<file path="src/rtl/core/brcf_pkg.sv">
// Types, constants and codes of the bisulfite read conversion filter
package brcf_pkg;

  localparam int CNT_W            = 13;
  localparam int CNT_HARD_MAX     = 8191;
  localparam int READ_LEN_MAX_DEF = 4096;
  localparam int NUM_CTX          = 4;
  localparam int LIM_W            = 14;
  localparam int FRAC_W           = 17;
  localparam int FRAC_BITS        = 16;
  localparam int HSUM_W           = CNT_W + 2;  // sum of three counters
  localparam int TOT_W            = CNT_W + 3;  // sum of six counters
  localparam int PROD_W           = FRAC_BITS + TOT_W;
  localparam int CFG_IDX_W        = 3;
  localparam int CFG_DATA_W       = 17;

  // base codes; anything above BASE_T is N
  localparam logic [2:0] BASE_A = 3'd0;
  localparam logic [2:0] BASE_C = 3'd1;
  localparam logic [2:0] BASE_G = 3'd2;
  localparam logic [2:0] BASE_T = 3'd3;

  // counter slots, indexed by the context base
  localparam logic [1:0] CTX_A = 2'd0;
  localparam logic [1:0] CTX_C = 2'd1;
  localparam logic [1:0] CTX_G = 2'd2;
  localparam logic [1:0] CTX_T = 2'd3;

  localparam logic [1:0] STRAND_FWD = 2'd0;
  localparam logic [1:0] STRAND_REV = 2'd1;

  typedef enum logic [CFG_IDX_W-1:0] {
    CFG_MAX_CPH      = 3'd0,
    CFG_MAX_CPA      = 3'd1,
    CFG_MAX_CPC      = 3'd2,
    CFG_MAX_CPT      = 3'd3,
    CFG_MAX_FRACTION = 3'd4,
    CFG_INVERT       = 3'd5
  } brcf_cfg_idx_t;

  typedef struct packed {
    logic [2:0] ref_base;
    logic [2:0] read_base;
    logic [2:0] context_base;
    logic [1:0] strand;
    logic       read_excluded;
    logic       last;
  } brcf_item_t;

  typedef struct packed {
    logic [CNT_W-1:0] cpa_retained;
    logic [CNT_W-1:0] cpa_converted;
    logic [CNT_W-1:0] cpc_retained;
    logic [CNT_W-1:0] cpc_converted;
    logic [CNT_W-1:0] cpg_retained;
    logic [CNT_W-1:0] cpg_converted;
    logic [CNT_W-1:0] cpt_retained;
    logic [CNT_W-1:0] cpt_converted;
    logic             read_failed;
  } brcf_result_t;

  typedef struct packed {
    logic signed [LIM_W-1:0] max_cph;
    logic signed [LIM_W-1:0] max_cpa;
    logic signed [LIM_W-1:0] max_cpc;
    logic signed [LIM_W-1:0] max_cpt;
    logic [FRAC_W-1:0]       max_frac;
    logic                    invert;
  } brcf_cfg_t;

  // read counts at its last item, plus the dropped mark
  typedef struct packed {
    logic                           dropped;
    logic [NUM_CTX-1:0][CNT_W-1:0]  ret;
    logic [NUM_CTX-1:0][CNT_W-1:0]  conv;
  } brcf_snap_t;

  localparam brcf_cfg_t CFG_RESET = '{
    max_cph:  '1,
    max_cpa:  '1,
    max_cpc:  '1,
    max_cpt:  '1,
    max_frac: FRAC_W'(1 << FRAC_BITS),
    invert:   1'b0
  };

endpackage

</file>
<file path="src/rtl/core/brcf_if.sv">
// Valid/ready channels for input items and result items
interface brcf_item_if;
  logic                valid;
  logic                ready;
  brcf_pkg::brcf_item_t data;

  modport source (output valid, output data, input ready);
  modport sink   (input valid, input data, output ready);
endinterface

interface brcf_result_if;
  logic                  valid;
  logic                  ready;
  brcf_pkg::brcf_result_t data;

  modport source (output valid, output data, input ready);
  modport sink   (input valid, input data, output ready);
endinterface

</file>
<file path="src/rtl/core/brcf_count.sv">
// Per-read retention and conversion counters with saturation
module brcf_count #(
  parameter int CNT_CAP = brcf_pkg::READ_LEN_MAX_DEF
) (
  input  logic                 clk,
  input  logic                 rst,
  input  logic                 step,
  input  brcf_pkg::brcf_item_t item,
  output brcf_pkg::brcf_snap_t snap
);
  import brcf_pkg::*;

  localparam logic [CNT_W-1:0] CAP = CNT_W'(CNT_CAP);

  logic [NUM_CTX-1:0][CNT_W-1:0] ret;
  logic [NUM_CTX-1:0][CNT_W-1:0] conv;
  logic                          dropped;

  logic drop_now;
  logic drop_eff;
  logic fwd;
  logic rev;
  logic hit_ret;
  logic hit_conv;
  logic [CNT_W-1:0] base_r;
  logic [CNT_W-1:0] base_c;

  always_comb begin
    drop_now = item.read_excluded || item.strand[1];
    drop_eff = dropped || drop_now;
    fwd      = (item.strand == STRAND_FWD) && (item.ref_base == BASE_C);
    rev      = (item.strand == STRAND_REV) && (item.ref_base == BASE_G);
    hit_ret  = !drop_eff && !item.context_base[2] &&
               ((fwd && item.read_base == BASE_C) || (rev && item.read_base == BASE_G));
    hit_conv = !drop_eff && !item.context_base[2] &&
               ((fwd && item.read_base == BASE_T) || (rev && item.read_base == BASE_A));
    snap.dropped = drop_eff;
    base_r = '0;
    base_c = '0;
    for (int k = 0; k < NUM_CTX; k++) begin
      base_r = drop_now ? '0 : ret[k];
      base_c = drop_now ? '0 : conv[k];
      snap.ret[k]  = base_r + CNT_W'(hit_ret && (item.context_base[1:0] == 2'(k)) &&
                                     (base_r < CAP));
      snap.conv[k] = base_c + CNT_W'(hit_conv && (item.context_base[1:0] == 2'(k)) &&
                                     (base_c < CAP));
    end
  end

  always_ff @(posedge clk) begin
    if (rst) begin
      ret     <= '0;
      conv    <= '0;
      dropped <= 1'b0;
    end else if (step) begin
      if (item.last) begin
        ret     <= '0;
        conv    <= '0;
        dropped <= 1'b0;
      end else begin
        ret     <= snap.ret;
        conv    <= snap.conv;
        dropped <= snap.dropped;
      end
    end
  end

endmodule

</file>
<file path="src/rtl/core/brcf_eval.sv">
// End-of-read limit checks and selection decision
module brcf_eval (
  input  brcf_pkg::brcf_snap_t snap,
  input  brcf_pkg::brcf_cfg_t  cfg,
  output logic                 failed,
  output logic                 emit
);
  import brcf_pkg::*;

  function automatic logic over_limit(input logic [LIM_W-1:0] lim,
                                      input logic [HSUM_W-1:0] val);
    return !lim[LIM_W-1] && (val > HSUM_W'(lim[LIM_W-2:0]));
  endfunction

  logic [HSUM_W-1:0] hr;
  logic [HSUM_W-1:0] hc;
  logic [TOT_W-1:0]  tot;
  logic [PROD_W-1:0] lhs;
  logic [PROD_W-1:0] rhs;
  logic              frac_fail;
  logic              lim_fail;

  always_comb begin
    hr  = HSUM_W'(snap.ret[CTX_A]) + HSUM_W'(snap.ret[CTX_C]) + HSUM_W'(snap.ret[CTX_T]);
    hc  = HSUM_W'(snap.conv[CTX_A]) + HSUM_W'(snap.conv[CTX_C]) +
          HSUM_W'(snap.conv[CTX_T]);
    tot = TOT_W'(hr) + TOT_W'(hc);
    lhs = PROD_W'({hr, FRAC_BITS'(0)});
    rhs = PROD_W'(cfg.max_frac[FRAC_BITS-1:0]) * PROD_W'(tot);
    // top fraction bit set means 1.0 or more: check off
    frac_fail = !cfg.max_frac[FRAC_W-1] && (tot != '0) && (lhs > rhs);
    lim_fail  = over_limit(cfg.max_cpa, HSUM_W'(snap.ret[CTX_A])) ||
                over_limit(cfg.max_cpc, HSUM_W'(snap.ret[CTX_C])) ||
                over_limit(cfg.max_cpt, HSUM_W'(snap.ret[CTX_T])) ||
                over_limit(cfg.max_cph, hr);
    failed = snap.dropped || lim_fail || frac_fail;
    emit   = (failed == cfg.invert);
  end

endmodule

</file>
<file path="src/rtl/core/bisulfite_read_conversion_filter.sv">
// Top level of the bisulfite read conversion filter
//
//   channel   dir  handshake      payload
//   bases     in   valid/ready    ref/read/context base, strand, excluded, last
//   result    out  valid/ready    eight context counts, read_failed
//   cfg       in   cfg_we         cfg_idx selects register, cfg_data value
//
// One item per cycle when not stalled; three register stages: input register,
// counter update feeding the end-of-read snapshot register, then the limit
// compare (one 16x16 multiply) into the output register.
// After its last item, a result passes the snapshot and output registers.
// rst is synchronous; counters and dropped mark clear, config registers reset.
// A waiting result stalls only the stages behind it; bases.ready drops only
// when an emitting snapshot waits, and items that emit nothing never block.
module bisulfite_read_conversion_filter #(
  parameter int READ_LEN_MAX = brcf_pkg::READ_LEN_MAX_DEF
) (
  input  logic                             clk,
  input  logic                             rst,
  brcf_item_if.sink                        bases,
  brcf_result_if.source                    result,
  input  logic                             cfg_we,
  input  logic [brcf_pkg::CFG_IDX_W-1:0]   cfg_idx,
  input  logic [brcf_pkg::CFG_DATA_W-1:0]  cfg_data
);
  import brcf_pkg::*;

  // counters stop at the read length limit, never beyond 13 bits
  localparam int CAP_INT = (READ_LEN_MAX < CNT_HARD_MAX) ? READ_LEN_MAX : CNT_HARD_MAX;

  brcf_cfg_t cfg;

  // stage 1: input register
  logic       s1_valid;
  brcf_item_t s1_item;
  // stage 2: snapshot of a finished read
  logic       s2_valid;
  brcf_snap_t s2_snap;
  brcf_snap_t snap_next;
  // output register
  logic         out_valid;
  brcf_result_t out_data;

  logic s2_failed;
  logic s2_emit;
  logic out_free;
  logic s2_adv;
  logic s1_adv;
  logic s1_fire;

  // ---- configuration registers ----
  always_ff @(posedge clk) begin
    if (rst) begin
      cfg <= CFG_RESET;
    end else if (cfg_we) begin
      case (brcf_cfg_idx_t'(cfg_idx))
        CFG_MAX_CPH:      cfg.max_cph  <= cfg_data[LIM_W-1:0];
        CFG_MAX_CPA:      cfg.max_cpa  <= cfg_data[LIM_W-1:0];
        CFG_MAX_CPC:      cfg.max_cpc  <= cfg_data[LIM_W-1:0];
        CFG_MAX_CPT:      cfg.max_cpt  <= cfg_data[LIM_W-1:0];
        CFG_MAX_FRACTION: cfg.max_frac <= cfg_data[FRAC_W-1:0];
        CFG_INVERT:       cfg.invert   <= cfg_data[0];
        default: ;  // unlisted index: ignored
      endcase
    end
  end

  // ---- flow control ----
  // A stage moves when the one ahead frees up; a snapshot that emits nothing
  // simply drops out.
  always_comb begin
    out_free = !out_valid || result.ready;
    s2_adv   = !s2_valid || !s2_emit || out_free;
    s1_adv   = !s1_valid || s2_adv;
    s1_fire  = s1_valid && s2_adv;
  end

  assign bases.ready = s1_adv;

  // ---- stage 1 ----
  always_ff @(posedge clk) begin
    if (rst) begin
      s1_valid <= 1'b0;
    end else if (s1_adv) begin
      s1_valid <= bases.valid;
    end
  end

  always_ff @(posedge clk) begin
    if (s1_adv && bases.valid) begin
      s1_item <= bases.data;
    end
  end

  // counters advance as the item leaves stage 1
  brcf_count #(
    .CNT_CAP (CAP_INT)
  ) u_count (
    .clk  (clk),
    .rst  (rst),
    .step (s1_fire),
    .item (s1_item),
    .snap (snap_next)
  );

  // ---- stage 2 ----
  always_ff @(posedge clk) begin
    if (rst) begin
      s2_valid <= 1'b0;
    end else if (s2_adv) begin
      s2_valid <= s1_fire && s1_item.last;
    end
  end

  always_ff @(posedge clk) begin
    if (s1_fire && s1_item.last) begin
      s2_snap <= snap_next;
    end
  end

  brcf_eval u_eval (
    .snap   (s2_snap),
    .cfg    (cfg),
    .failed (s2_failed),
    .emit   (s2_emit)
  );

  // ---- output register ----
  always_ff @(posedge clk) begin
    if (rst) begin
      out_valid <= 1'b0;
    end else if (out_free) begin
      out_valid <= s2_valid && s2_emit;
    end
  end

  always_ff @(posedge clk) begin
    if (out_free && s2_valid && s2_emit) begin
      out_data.cpa_retained  <= s2_snap.ret[CTX_A];
      out_data.cpa_converted <= s2_snap.conv[CTX_A];
      out_data.cpc_retained  <= s2_snap.ret[CTX_C];
      out_data.cpc_converted <= s2_snap.conv[CTX_C];
      out_data.cpg_retained  <= s2_snap.ret[CTX_G];
      out_data.cpg_converted <= s2_snap.conv[CTX_G];
      out_data.cpt_retained  <= s2_snap.ret[CTX_T];
      out_data.cpt_converted <= s2_snap.conv[CTX_T];
      out_data.read_failed   <= s2_failed;
    end
  end

  assign result.valid = out_valid;
  assign result.data  = out_data;

endmodule

</file>
<file path="src/flat_wrapper.sv">
// flat-port wrapper written by rule: the top's interface ports become plain ports
module bisulfite_read_conversion_filter_flat import brcf_pkg::*;
#(
  parameter int READ_LEN_MAX = brcf_pkg::READ_LEN_MAX_DEF
)
  (clk, rst, cfg_we, cfg_idx, cfg_data, bases_valid, bases_data, bases_ready, result_valid, result_data, result_ready);
  brcf_item_if bases_i ();
  brcf_result_if result_i ();
  input  logic clk;
  input  logic rst;
  input  logic cfg_we;
  input  logic [brcf_pkg::CFG_IDX_W-1:0] cfg_idx;
  input  logic [brcf_pkg::CFG_DATA_W-1:0] cfg_data;
  input wire logic [$bits(bases_i.valid)-1:0] bases_valid;
  input wire logic [$bits(bases_i.data)-1:0] bases_data;
  output wire logic [$bits(bases_i.ready)-1:0] bases_ready;
  output wire logic [$bits(result_i.valid)-1:0] result_valid;
  output wire logic [$bits(result_i.data)-1:0] result_data;
  input wire logic [$bits(result_i.ready)-1:0] result_ready;
  assign bases_i.valid = bases_valid;
  assign bases_i.data = bases_data;
  assign bases_ready = bases_i.ready;
  assign result_valid = result_i.valid;
  assign result_data = result_i.data;
  assign result_i.ready = result_ready;
  bisulfite_read_conversion_filter #(.READ_LEN_MAX(READ_LEN_MAX)) u_core (.clk(clk), .rst(rst), .bases(bases_i), .result(result_i), .cfg_we(cfg_we), .cfg_idx(cfg_idx), .cfg_data(cfg_data));
endmodule
</file>
<file path="config.mk">
export PLATFORM = sky130hd
export DESIGN_NAME = bisulfite_read_conversion_filter_flat
export DESIGN_NICKNAME = d
export VERILOG_FILES = /design/src/rtl/core/brcf_pkg.sv /design/src/rtl/core/brcf_if.sv /design/src/rtl/core/brcf_count.sv /design/src/rtl/core/brcf_eval.sv /design/src/rtl/core/bisulfite_read_conversion_filter.sv /design/src/flat_wrapper.sv
export SDC_FILE = /design/constraint.sdc
export NUM_CORES = 1
export LEC_CHECK = 0
export BUFFER_PORTS_ARGS = -buffer_cell sky130_fd_sc_hd__buf_2
export CAP_MARGIN = 15
export CELL_PAD_IN_SITES_DETAIL_PLACEMENT = 0
export CELL_PAD_IN_SITES_GLOBAL_PLACEMENT = 2
export CORE_MARGIN = 1.5
export CORE_UTILIZATION = 41
export DETAILED_ROUTE_END_ITERATION = 10
export GPL_TIMING_DRIVEN = 1
export HOLD_SLACK_MARGIN = 0.15
export PLACE_DENSITY = 0.85
export SYNTH_ARGS = -nofsm -noshare
export SYNTH_HDL_FRONTEND = slang
export SYNTH_SLANG_ARGS = --single-unit
</file>
<file path="constraint.sdc">
create_clock -name clk -period 20.2 [get_ports clk]
set_input_delay 4.04 -clock clk [delete_from_list [all_inputs] [get_ports clk]]
set_output_delay 4.04 -clock clk [all_outputs]
set_load 0.01 [all_outputs]
</file>
# Word-level counts from Yosys, hierarchy flattened
# Index checks and enable logic that the tools add are counted.
# word_totals
word_cells	167
inputBits	38
reg_bits	405
out_inout_bits	107
# classes
addsub	13
multipliers	1
reduce_logical	72
n_lt_le_gt_ge	13
muxes	11
n_eq_ne	15
# op_table
cell	count
$add A13 B1 Y13	8
$lt A13 B13 Y1 const B	8
$mux W13	8
$mux W52	2
$gt A13 B13 Y1	3
$logic_and A1 B1 Y1	37
$gt A31 B32 Y1	1
$mul A16 B16 Y32	1
$add A13 B13 Y14	2
$add A15 B15 Y16	1
$reduce_bool A16 Y1	1
$add A14 B13 Y15	1
$add A15 B13 Y15	1
$eq A3 B2 Y1 const B	5
$gt A15 B13 Y1	1
$logic_or A1 B1 Y1	13
$reduce_and A2 Y1	6
$logic_not A1 Y1	11
$eq A3 B1 Y1 const B	3
$eq A3 B3 Y1 const B	2
$logic_not A3 Y1	2
$eq A2 B1 Y1 const B	2
$eq A2 B2 Y1 const B	2
$logic_not A2 Y1	2
2 further kinds	2

# Logic depth before layout (Yosys ltp)
# Gate-level depths: netlist of the first run.
# depth
word_depth	13
mapped_depth	67
depth_no_buf	63

# By module
# From an unflattened synthesis of the first run, not the netlist that was laid out.
# unflattened
cells_unflattened	2899
area_unflattened_um2	29170.5
# by_module_without_submodules
mod	instances	cells_each	area_per_inst_um2	seq_area_each_um2
brcf_eval	1	1478	12455.7	0.0
bisulfite_read_conversion_filter	1	521	9705.6	8237.9
brcf_count	1	900	7009.2	2102.0

# Worst setup path before layout of the first run
# Ideal clock, no wire load.
# synth_timing
path_kind	register -> register
from	reg u_core.s2_snap[52] in the netlist's numbering
to	reg u_core.out_data, in the netlist u_core.result.data[0] (enable)
stages_incl_launch_ff	63
path_slack_ps	1585
arrival_time_ps	18034
n_path_buf	2
synth_period_minus_slack_ps	18615
required_time_ps	19619
setup_ps	581
path_cell_list	edfxtp_1 -> ha_1 -> inv_1 -> fa_1 -> nor2b_1 -> o21ai_0 -> nand2b_1 -> a21oi_1 -> o21ai_0 -> xor2_1 -> ha_1 -> and4_1 -> a21oi_1 -> a21bo_2 -> nand2b_1 -> a21oi_1 -> o21bai_1 -> a21oi_1 -> [... 27 more ...] -> a22o_1 -> a41oi_1 -> a21oi_1 -> a311o_1 -> a21oi_1 -> xor2_1 -> ha_1 -> nor3b_1 -> nand4_1 -> nor4_1 -> and4_1 -> o2111ai_1 -> or4b_1 -> a31o_2 -> a21boi_1 -> xor2_1 -> and2_1 -> nor2b_1
# synth_via
elab_chain_cells	9
elab_cells_between_ends	19
classes_between	add/sub (3); mul (1); order compare (3); eq/ne (1); reduce/logical (11)
# synth_rtl
element	line	source
from (decl)	bisulfite_read_conversion_filter.sv:38	brcf_snap_t s2_snap;
from (signal assigned)	bisulfite_read_conversion_filter.sv:117	s2_snap <= snap_next;
$add A13 B13 Y14 or $gt A13 B13 Y1 (tied branches)	brcf_eval.sv:24, brcf_eval.sv:12	
$add A15 B13 Y15 or $logic_and A1 B1 Y1 (tied branches)	brcf_eval.sv:24, brcf_eval.sv:12	
$add A15 B15 Y16 (tied with other cells)	brcf_eval.sv:27	tot = TOT_W'(hr) + TOT_W'(hc);
$mul A16 B16 Y32 (tied with other cells)	brcf_eval.sv:29	rhs = PROD_W'(cfg.max_frac[FRAC_BITS-1:0]) * PROD_W'(tot);
$gt A31 B32 Y1 (tied with other cells)	brcf_eval.sv:31	frac_fail = !cfg.max_frac[FRAC_W-1] && (tot != '0) && (lhs > rhs);
$logic_and A1 B1 Y1 or $logic_or A1 B1 Y1 (tied branches)	brcf_eval.sv:31, brcf_eval.sv:36	
$logic_or A1 B1 Y1 (*)	brcf_eval.sv:36	failed = snap.dropped || lim_fail || frac_fail;
$eq A1 B1 Y1 (*)	brcf_eval.sv:37	emit = (failed == cfg.invert);
$logic_and A1 B1 Y1 (*)	bisulfite_read_conversion_filter.sv:138	if (out_free && s2_valid && s2_emit) begin
to (decl)	bisulfite_read_conversion_filter.sv:42	brcf_result_t out_data;
# Mark *: on every way between the ends. The rest lies on a longest branch, timed or not.
# A chain may end at the register's enable or synchronous reset.

# Final worst setup path of the first run
# layout_timing
from	reg u_core.s2_snap[56] in the netlist's numbering
to	out bases_ready
# layout_via
elab_chain_cells	12
elab_cells_between_ends	22
classes_between	add/sub (3); mul (1); order compare (3); eq/ne (1); reduce/logical (14)
# layout_rtl
element	line	source
$add A13 B13 Y14 or $gt A13 B13 Y1 (tied branches)	brcf_eval.sv:24, brcf_eval.sv:12	
$add A15 B13 Y15 or $logic_and A1 B1 Y1 (tied branches)	brcf_eval.sv:24, brcf_eval.sv:12	
$add A15 B15 Y16 (tied with other cells)	brcf_eval.sv:27	
$mul A16 B16 Y32 (tied with other cells)	brcf_eval.sv:29	
$gt A31 B32 Y1 (tied with other cells)	brcf_eval.sv:31	
$logic_and A1 B1 Y1 or $logic_or A1 B1 Y1 (tied branches)	brcf_eval.sv:31, brcf_eval.sv:36	
$logic_or A1 B1 Y1 (*)	brcf_eval.sv:36	
$eq A1 B1 Y1 (*)	brcf_eval.sv:37	
$logic_not A1 Y1 (*)	bisulfite_read_conversion_filter.sv:73	s2_adv = !s2_valid || !s2_emit || out_free;
$logic_or A1 B1 Y1 (*) (2 in series)	bisulfite_read_conversion_filter.sv:73	
$logic_or A1 B1 Y1 (*)	bisulfite_read_conversion_filter.sv:74	s1_adv = !s1_valid || s2_adv;
to (decl)	flat_wrapper.sv:16	output wire logic [$bits(bases_i.ready)-1:0] bases_ready;
# Marks and branches as above.

==> metrics.md, run 1 <==
| Metric | Value |
|---|---|
| Yosys Warn Count | `0` |
| Post-route DRC violation count | `0` |
| Fin. Hold Viols | `0` |
| H-tree level count | `2` |
| Beginning of the worst register-to-register path | `u_core.s2_snap[56]$_DFFE_PP_` |
| Top area cells in the synthesized netlist | `sky130_fd_sc_hd__edfxtp_1 (23%), sky130_fd_sc_hd__fa_1 (16%), sky130_fd_sc_hd__dfxtp_1 (13%)` |
| Max-cap viol count | `0` |
| Ratio of routed vias to standard cells | `around 5.3` |
| Clock transition at the registers of the reported paths | `60 ps` |
| Crit path arrival time | `~15000 ps` |
| Total non-filler cell area in the finished layout | `roughly 32000 um2` |
| Clock tree from TritonCTS | `done` |
| Cell seen most often among critical-path stages | `sky130_fd_sc_hd__fa_1` |
| Required time of the critical path | `approximately 16000 ps` |
| Detailed Route WL | `around 81000 um` |
| FF+latch count, synth | `approximately 400` |
| Final #Nets | `3550` |
| Kind of path behind the tightest hold check | `reg -> reg` |
| Register-to-register setup slack | `around 3900 ps` |
| Hold Crit Depth | `0` |
| Top cells by count, synth | `sky130_fd_sc_hd__nand2_1 (456), sky130_fd_sc_hd__inv_1 (377), sky130_fd_sc_hd__ha_1 (232), sky130_fd_sc_hd__edfxtp_1 (223), sky130_fd_sc_hd__fa_1 (222)` |
| Leakage power | `approximately 14 nW` |
| Die outline width | `around 270 um` |
| Ports | `approximately 150` |
| DR vias | `21300` |
| Share of the clock period used by the worst path after layout | `between 90% and 100%` |
| Post-Syn Area per Cell | `between 9 and 10 um2` |
| Top-area cell type share of the netlist area | `between 20% and 30%` |
| Input/output buffers | `~140` |
| Outcome | `finished, final reports clean` |
| Clk sinks | `slightly above 400` |
| Detailed Place HPWL | `59100 um` |
| Syn nets | `between 3000 and 4000` |
| Power per standard cell area | `between 60 and 70 nW/um2` |
| Maximum frequency from static timing analysis | `slightly above 0.05 GHz` |
| First-pass GRT wire length | `125000 um` |
| Prevailing post-synth register cell | `sky130_fd_sc_hd__edfxtp_1` |
| Critical Path Source Type | `register` |
| Site row count | `96` |
| Average detailed-routed wire length per instance | `between 20 and 25 um` |
| Pin count of the biggest net entering global routing | `a little over 100` |
| Fraction of layout cells with a size suffix above 1 | `9.92%` |
| Last weighted congestion value of the routability-driven placer | `0.891` |
| Top-count cell post-synth | `sky130_fd_sc_hd__nand2_1` |
| Placement Cell Area | `30300 um2` |
| Number of synthesized flops with an enable pin | `between 200 and 250` |
| Post-Synthesis Cell Area | `between 20000 and 30000 um2` |
| Slew at the pin with the worst max-slew slack | `1090 ps` |
| Starting utilization of the core area | `roughly two fifths` |
| Floorplan Core Area | `a little under 70000 um2` |
| Final worst path period need | `roughly 19000 ps` |
| Multi-input gate area | `about 16000 um2` |
| Die height | `approximately 270 um` |
| Sequential area share after synthesis | `between 30% and 40%` |
| Layout overhead on the synthesized area | `12.5%` |
| Fraction of synthesis flops using an asynchronous set or reset pin | `0%` |
| Overall track demand over capacity in global routing | `between 20% and 30%` |
| Max incr delay on CP | `around 560 ps` |
| Length in cells of the worst reg-to-reg path | `60` |
| Remaining antenna violation count | `0` |
| Detailed-router iteration count before antenna repair | `8` |
| Kind of critical path | `reg -> out` |
| Post-synthesis cell type with the largest combined area | `sky130_fd_sc_hd__edfxtp_1` |
| Number of max-slew violations in the final report | `0` |
| Global route total overflow | `0` |
| Origin of the worst setup path | `u_core.s2_snap[56]$_DFFE_PP_` |
| Synth Instances | `2945` |
| Iter 0 DRT Violations | `1474` |
| Root buffer selected by CTS | `sky130_fd_sc_hd__clkbuf_16` |
| Insertion delay of the later-clocked pin in the worst-skew pair | `roughly 600 ps` |
| Die Area | `71400 um2` |
| Area occupied by registers | `~10000 um2` |
| FF-to-FF End | `u_core.u_count.conv[24]$_SDFFE_PP0P_` |
| Max-Slew Margin vs Limit | `27.1%` |
| Count of cell types in the netlist | `74` |
| Highest-delay cell along the critical path | `sky130_fd_sc_hd__or4b_1` |
| Via count of the first global-routing pass | `approximately 21000` |
| Maximum ir drop on the vdd rail | `0.0644 mV` |
| Number of antenna violations at the first check in global routing | `7` |
| Setup violators final | `0` |
| Worst Clk Skew | `37.7 ps` |
| Critical path peak fanout | `10` |
| Endpoint of the worst setup timing path | `bases_ready` |
| Summed negative setup slack over all endpoints | `0 ps` |
| Number of clock buffers inserted by TritonCTS | `46` |
| Capturing element type of the critical path | `primary output` |
| Final-layout fill cell count | `around 6500` |
| Maximum number of buffers from clock root to sink | `3` |
-- worst min path at each step --
stage / start / to / slack [ps]
4_1_cts: u_core.s2_snap[87]$_DFFE_PP_ / u_core.result.data[49]$_DFFE_PP_ / 420
6_report: u_core.s2_snap[86]$_DFFE_PP_ / u_core.result.data[48]$_DFFE_PP_ / 420
3_5_place_dp: u_core.s2_snap[89]$_DFFE_PP_ / u_core.result.data[51]$_DFFE_PP_ / 400
5_1_grt: u_core.s2_snap[89]$_DFFE_PP_ / u_core.result.data[51]$_DFFE_PP_ / 420
3_3_place_gp: u_core.s2_snap[89]$_DFFE_PP_ / u_core.result.data[51]$_DFFE_PP_ / 410
2_1_floorplan: u_core.s2_snap[26]$_DFFE_PP_ / u_core.result.data[27]$_DFFE_PP_ / 400
-- layout by cell type (no fill, tap or decap), types with 10 or more instances in the layout --
| cell | instances |
|---|---|
| sky130_fd_sc_hd__nand2_1 | 456 |
| sky130_fd_sc_hd__inv_1 | 377 |
| sky130_fd_sc_hd__ha_1 | 232 |
| sky130_fd_sc_hd__edfxtp_1 | 223 |
| sky130_fd_sc_hd__fa_1 | 222 |
| sky130_fd_sc_hd__dfxtp_1 | 182 |
| sky130_fd_sc_hd__a21oi_1 | 179 |
| sky130_fd_sc_hd__buf_2 | 143 |
| sky130_fd_sc_hd__nor2_1 | 117 |
| sky130_fd_sc_hd__and2_1 | 111 |
| sky130_fd_sc_hd__nand3b_1 | 85 |
| sky130_fd_sc_hd__nand3_1 | 80 |
| sky130_fd_sc_hd__xor2_1 | 70 |
| sky130_fd_sc_hd__xnor2_1 | 58 |
| sky130_fd_sc_hd__o211ai_1 | 54 |
| sky130_fd_sc_hd__o21ai_0 | 52 |
| sky130_fd_sc_hd__clkbuf_16 | 48 |
| sky130_fd_sc_hd__buf_4 | 42 |
| sky130_fd_sc_hd__nand4_1 | 33 |
| sky130_fd_sc_hd__and3_1 | 28 |
| sky130_fd_sc_hd__mux2i_1 | 21 |
| sky130_fd_sc_hd__a211oi_1 | 20 |
| sky130_fd_sc_hd__a21o_1 | 19 |
| sky130_fd_sc_hd__nand2b_1 | 18 |
| sky130_fd_sc_hd__or3_1 | 16 |
| sky130_fd_sc_hd__nor3_1 | 15 |
| sky130_fd_sc_hd__o21bai_1 | 11 |
| sky130_fd_sc_hd__nor2b_1 | 10 |
-- power breakdown --
| group | leakage, nW | internal (mW) | switching [mW] |
|---|---|---|---|
| Combinational | 9.72 | 0.0410 | 0.100 |
| Clock | 0.820 | 0.570 | 0.360 |
| Sequential | 3.59 | 0.876 | 0.00943 |
-- cell families after synthesis --
kind of cell               synth area share, %
muxes                                    0.774
and+or+nand+nor                           17.3
xor gates and xnor gates                  4.13
DFF                                       36.1
AOI/OAI and AO/OA                         9.10
adders and majority gates                 25.7
buffers and inverters                     6.84
-- state kept, by name (all words and copies together), names as in the netlist --
signal,count
u_core.u_count.ret,52
u_core.s2_valid,1
u_core.result.data,105
u_core.s1_item,13
u_core.s1_valid,1
u_core.u_count.conv,52
u_core.result.valid,1
u_core.s2_snap,105
u_core.cfg,74
u_core.u_count.dropped,1
-- routing by layer --
layer,GRT usage (%),vias to the layer above,wire length [um]
li1,-,10100,-
met1,31.3,10500,36800
met2,37.3,544,37400
met3,3.76,127,4430
met4,6.13,2,2000
met5,0,-,13
-- repair_timing --
action / 4_1_cts / 5_1_grt
buffers inserted: 0 / 5
resized for setup: 0 / 18
hold buffers: 0 / 0
setup endpoints to repair: 0 / 1
-- worst max-delay path, delay by kind of cell (launching register included) --
kind	cells	cell delay [ps]
AOI/OAI and AO/OA	20	4030
xor gates and xnor gates	4	720
adders and majority gates	13	5690
buffers and inverters	6	500
DFF	1	450
and+or+nand+nor	16	3360
-- layout make-up --
| cell class | count | share of cell area [%] |
|---|---|---|
| multi-input combinational | 2038 | 51.1 |
| tap | 931 | 3.62 |
| timing repair buffer | 188 | 3.41 |
| sequential | 405 | 32.1 |
| clock inverter | 24 | 1.16 |
| inverter | 379 | 4.43 |
| clock buffer | 62 | 4.14 |
| antenna | 1 | 0.00777 |
-- stage by stage --
| stage | std cells | hold WS [ps] | setup WS [ps] | total power [mW] | util (%) |
|---|---|---|---|---|---|
| after floorplan | 2945 | 400 | 1590 | 0.984 | - |
| after global placement | 3934 | 405 | 1010 | 1.04 | 44.0 |
| after detailed placement | 3936 | 405 | 894 | 1.04 | 44.1 |
| after CTS | 4022 | 420 | 200 | 1.97 | 46.6 |
| after global routing | 4027 | 423 | -84.9 | 2.02 | 46.8 |
| final | 4028 | 415 | 818 | 1.96 | 46.8 |
No activity file was read; power rests on OpenSTA's default activity.
==> run 2, diff against run 1 <==
--- a/config.mk
+++ b/config.mk
@@ -7,14 +7,12 @@
 export LEC_CHECK = 0
 export BUFFER_PORTS_ARGS = -buffer_cell sky130_fd_sc_hd__buf_2
 export CAP_MARGIN = 15
-export CELL_PAD_IN_SITES_DETAIL_PLACEMENT = 0
-export CELL_PAD_IN_SITES_GLOBAL_PLACEMENT = 2
 export CORE_MARGIN = 1.5
-export CORE_UTILIZATION = 41
+export CORE_UTILIZATION = 46
 export DETAILED_ROUTE_END_ITERATION = 10
 export GPL_TIMING_DRIVEN = 1
 export HOLD_SLACK_MARGIN = 0.15
-export PLACE_DENSITY = 0.85
+export PLACE_DENSITY = 0.66
 export SYNTH_ARGS = -nofsm -noshare
 export SYNTH_HDL_FRONTEND = slang
 export SYNTH_SLANG_ARGS = --single-unit
==> metrics.md, run 2 (synthesized netlist as in run 1, its figures left out) <==
| Metric | Value |
|---|---|
| Via count of the first global-routing pass | `approximately 22000` |
| Internal Power | `~1.4 mW` |
| Kind of critical path | `reg -> out` |
| Number of antenna violations at the first check in global routing | `0` |
| Average detailed-routed wire length per instance | `between 15 and 20 um` |
| Root buffer selected by CTS | `sky130_fd_sc_hd__clkbuf_16` |
| Highest-delay cell along the critical path | `sky130_fd_sc_hd__fa_1` |
| Die outline width | `252 um` |
| Global route total overflow | `0` |
| Final #Nets | `3539` |
| Leakage power | `about 14 nW` |
| Fraction of layout cells with a size suffix above 1 | `9.57%` |
| Site row count | `between 90 and 100` |
| Required time of the critical path | `about 16000 ps` |
| Input/output buffers | `144` |
| Insertion delay of the later-clocked pin in the worst-skew pair | `~580 ps` |
| Clock tree from TritonCTS | `done` |
| Antenna Cells | `0` |
| Max-cap viol count | `0` |
| Die Area | `roughly 64000 um2` |
| Maximum frequency from static timing analysis | `between 0.05 and 0.06 GHz` |
| Critical Path Source Type | `register` |
| Final worst path period need | `19370 ps` |
| Slew at the pin with the worst max-slew slack | `between 1000 and 1500 ps` |
| Commonest non-fill, non-tap cell in the layout | `sky130_fd_sc_hd__nand2_1` |
| Detailed-router iteration count before antenna repair | `5` |
| Post-route DRC violation count | `0` |
| Clock transition at the registers of the reported paths | `60 ps` |
| Pin count of the biggest net entering global routing | `roughly 100` |
| Pre-CTS setup slack | `between 900 and 1000 ps` |
| Iter 0 DRT Violations | `between 1500 and 2000` |
| Max incr delay on CP | `550 ps` |
| Switching pwr | `approximately 450 uW` |
| Share of the core filled with cells | `51.7%` |
| Last weighted congestion value of the routability-driven placer | `~0.96` |
| Crit path arrival time | `between 15000 and 20000 ps` |
| H-tree level count | `2` |
| Setup violators final | `0` |
| Ratio of routed vias to standard cells | `roughly 5.5` |
| Number of max-slew violations in the final report | `0` |
| First-pass GRT wire length | `122000 um` |
| Kind of path behind the tightest hold check | `reg -> reg` |
| Worst setup margin | `around 830 ps` |
| Worst Clk Skew | `around 20 ps` |
| Starting utilization of the core area | `about 46%` |
| Max-Slew Margin vs Limit | `a little under a third` |
| Clk sinks | `405` |
| Power per standard cell area | `around 60 nW/um2` |
| DR vias | `about 22000` |
| Ports | `roughly 150` |
| Detailed Route WL | `between 70000 and 80000 um` |
| Layout overhead on the synthesized area | `11.4%` |
| Portion of total power attributed to the clock network | `between 40% and 50%` |
| Number of clock buffers inserted by TritonCTS | `44` |
| Capturing element type of the critical path | `primary output` |
| Remaining antenna violation count | `0` |
| Overall track demand over capacity in global routing | `about a quarter` |
| Detailed Place HPWL | `roughly 57000 um` |
| Fraction of power spent switching nets | `a little under a quarter` |
| Register share of total power | `46.9%` |
| Critical path peak fanout | `10` |
| Die height | `252 um` |
| Maximum number of buffers from clock root to sink | `3` |
| Outcome | `finished, final reports clean` |
| Comb power frac | `7.3%` |
| Maximum ir drop on the vdd rail | `0.0623 mV` |
| Commonest cells after routing, fill and taps aside | `sky130_fd_sc_hd__nand2_1 (456), sky130_fd_sc_hd__inv_1 (377), sky130_fd_sc_hd__ha_1 (231)` |
| Share of the clock period used by the worst path after layout | `95.9%` |
| Floorplan Core Area | `roughly 62000 um2` |
| Fin. Hold Viols | `0` |
| Quantity of hold-fixing buffers added after cts | `0` |
run 2: layout make-up:
class | count | area (um2)
multi-input cells | 2038 | 16500
flip-flops and latches | 405 | 10300
well taps | 837 | 1050
fillers | 5513 | 29700
clock buffers | 60 | 1250
inverters | 379 | 1420
repair buffers | 179 | 1030
clock inverters | 21 | 300
run 2: final timing paths:
check	from	end	depth (start not counted)	slack [ps]
setup / recovery	u_core.s2_snap[53]$_DFFE_PP_	bases_ready	59	830
hold / removal	u_core.s2_snap[87]$_DFFE_PP_	u_core.result.data[49]$_DFFE_PP_	0	420
setup reg to reg	u_core.s2_snap[53]$_DFFE_PP_	u_core.s2_snap[34]$_DFFE_PP_	59	3830
hold reg to reg	u_core.s2_snap[87]$_DFFE_PP_	u_core.result.data[49]$_DFFE_PP_	0	420
run 2: worst max-delay path: cells and delay by family, from the launching register on:
kind / cells / cell delay, ps
xor gates and xnor gates: 5 / 1120
DFF: 1 / 440
adders and majority gates: 13 / 5590
AOI/OAI and AO/OA: 16 / 3540
buffers and inverters: 9 / 880
and+or+nand+nor: 16 / 3150
run 2: stage by stage:
| step | TNS (ps) | power [mW] | hold slack (ps) | instance area (um2) | std cells |
|---|---|---|---|---|---|
| 2_1_floorplan | 0 | 0.984 | 400 | 28600 | 2945 |
| 3_3_place_gp | 0 | 1.03 | 408 | 30100 | 3830 |
| 3_5_place_dp | 0 | 1.04 | 405 | 30100 | 3831 |
| 4_1_cts | 0 | 1.90 | 420 | 31700 | 3912 |
| 5_1_grt | -39.5 | 1.95 | 424 | 31900 | 3919 |
| 6_report | 0 | 1.89 | 419 | 31900 | 3919 |
run 2: repair_timing:
item / in CTS / in global routing
setup endpoints to repair: 0 / 1
buffers inserted: 0 / 5
endpoints found under the hold margin: 0 / 0
resized for setup: 0 / 21
run 2: power by group through the flow:
stage	sequential (mW)	combinational [mW]	clock, mW
after floorplan	0.902	0.0825	0
after global placement	0.903	0.129	0
after detailed placement	0.904	0.134	0
after CTS	0.886	0.134	0.884
after global routing	0.887	0.150	0.912
final	0.886	0.137	0.867
run 2: layer usage:
layer	GRT usage [%]	up-vias	wire, um
li1	-	10000	-
met1	33.4	10700	33700
met2	41.0	746	36800
met3	3.18	140	4900
met4	7.70	0	2250
met5	0	-	0
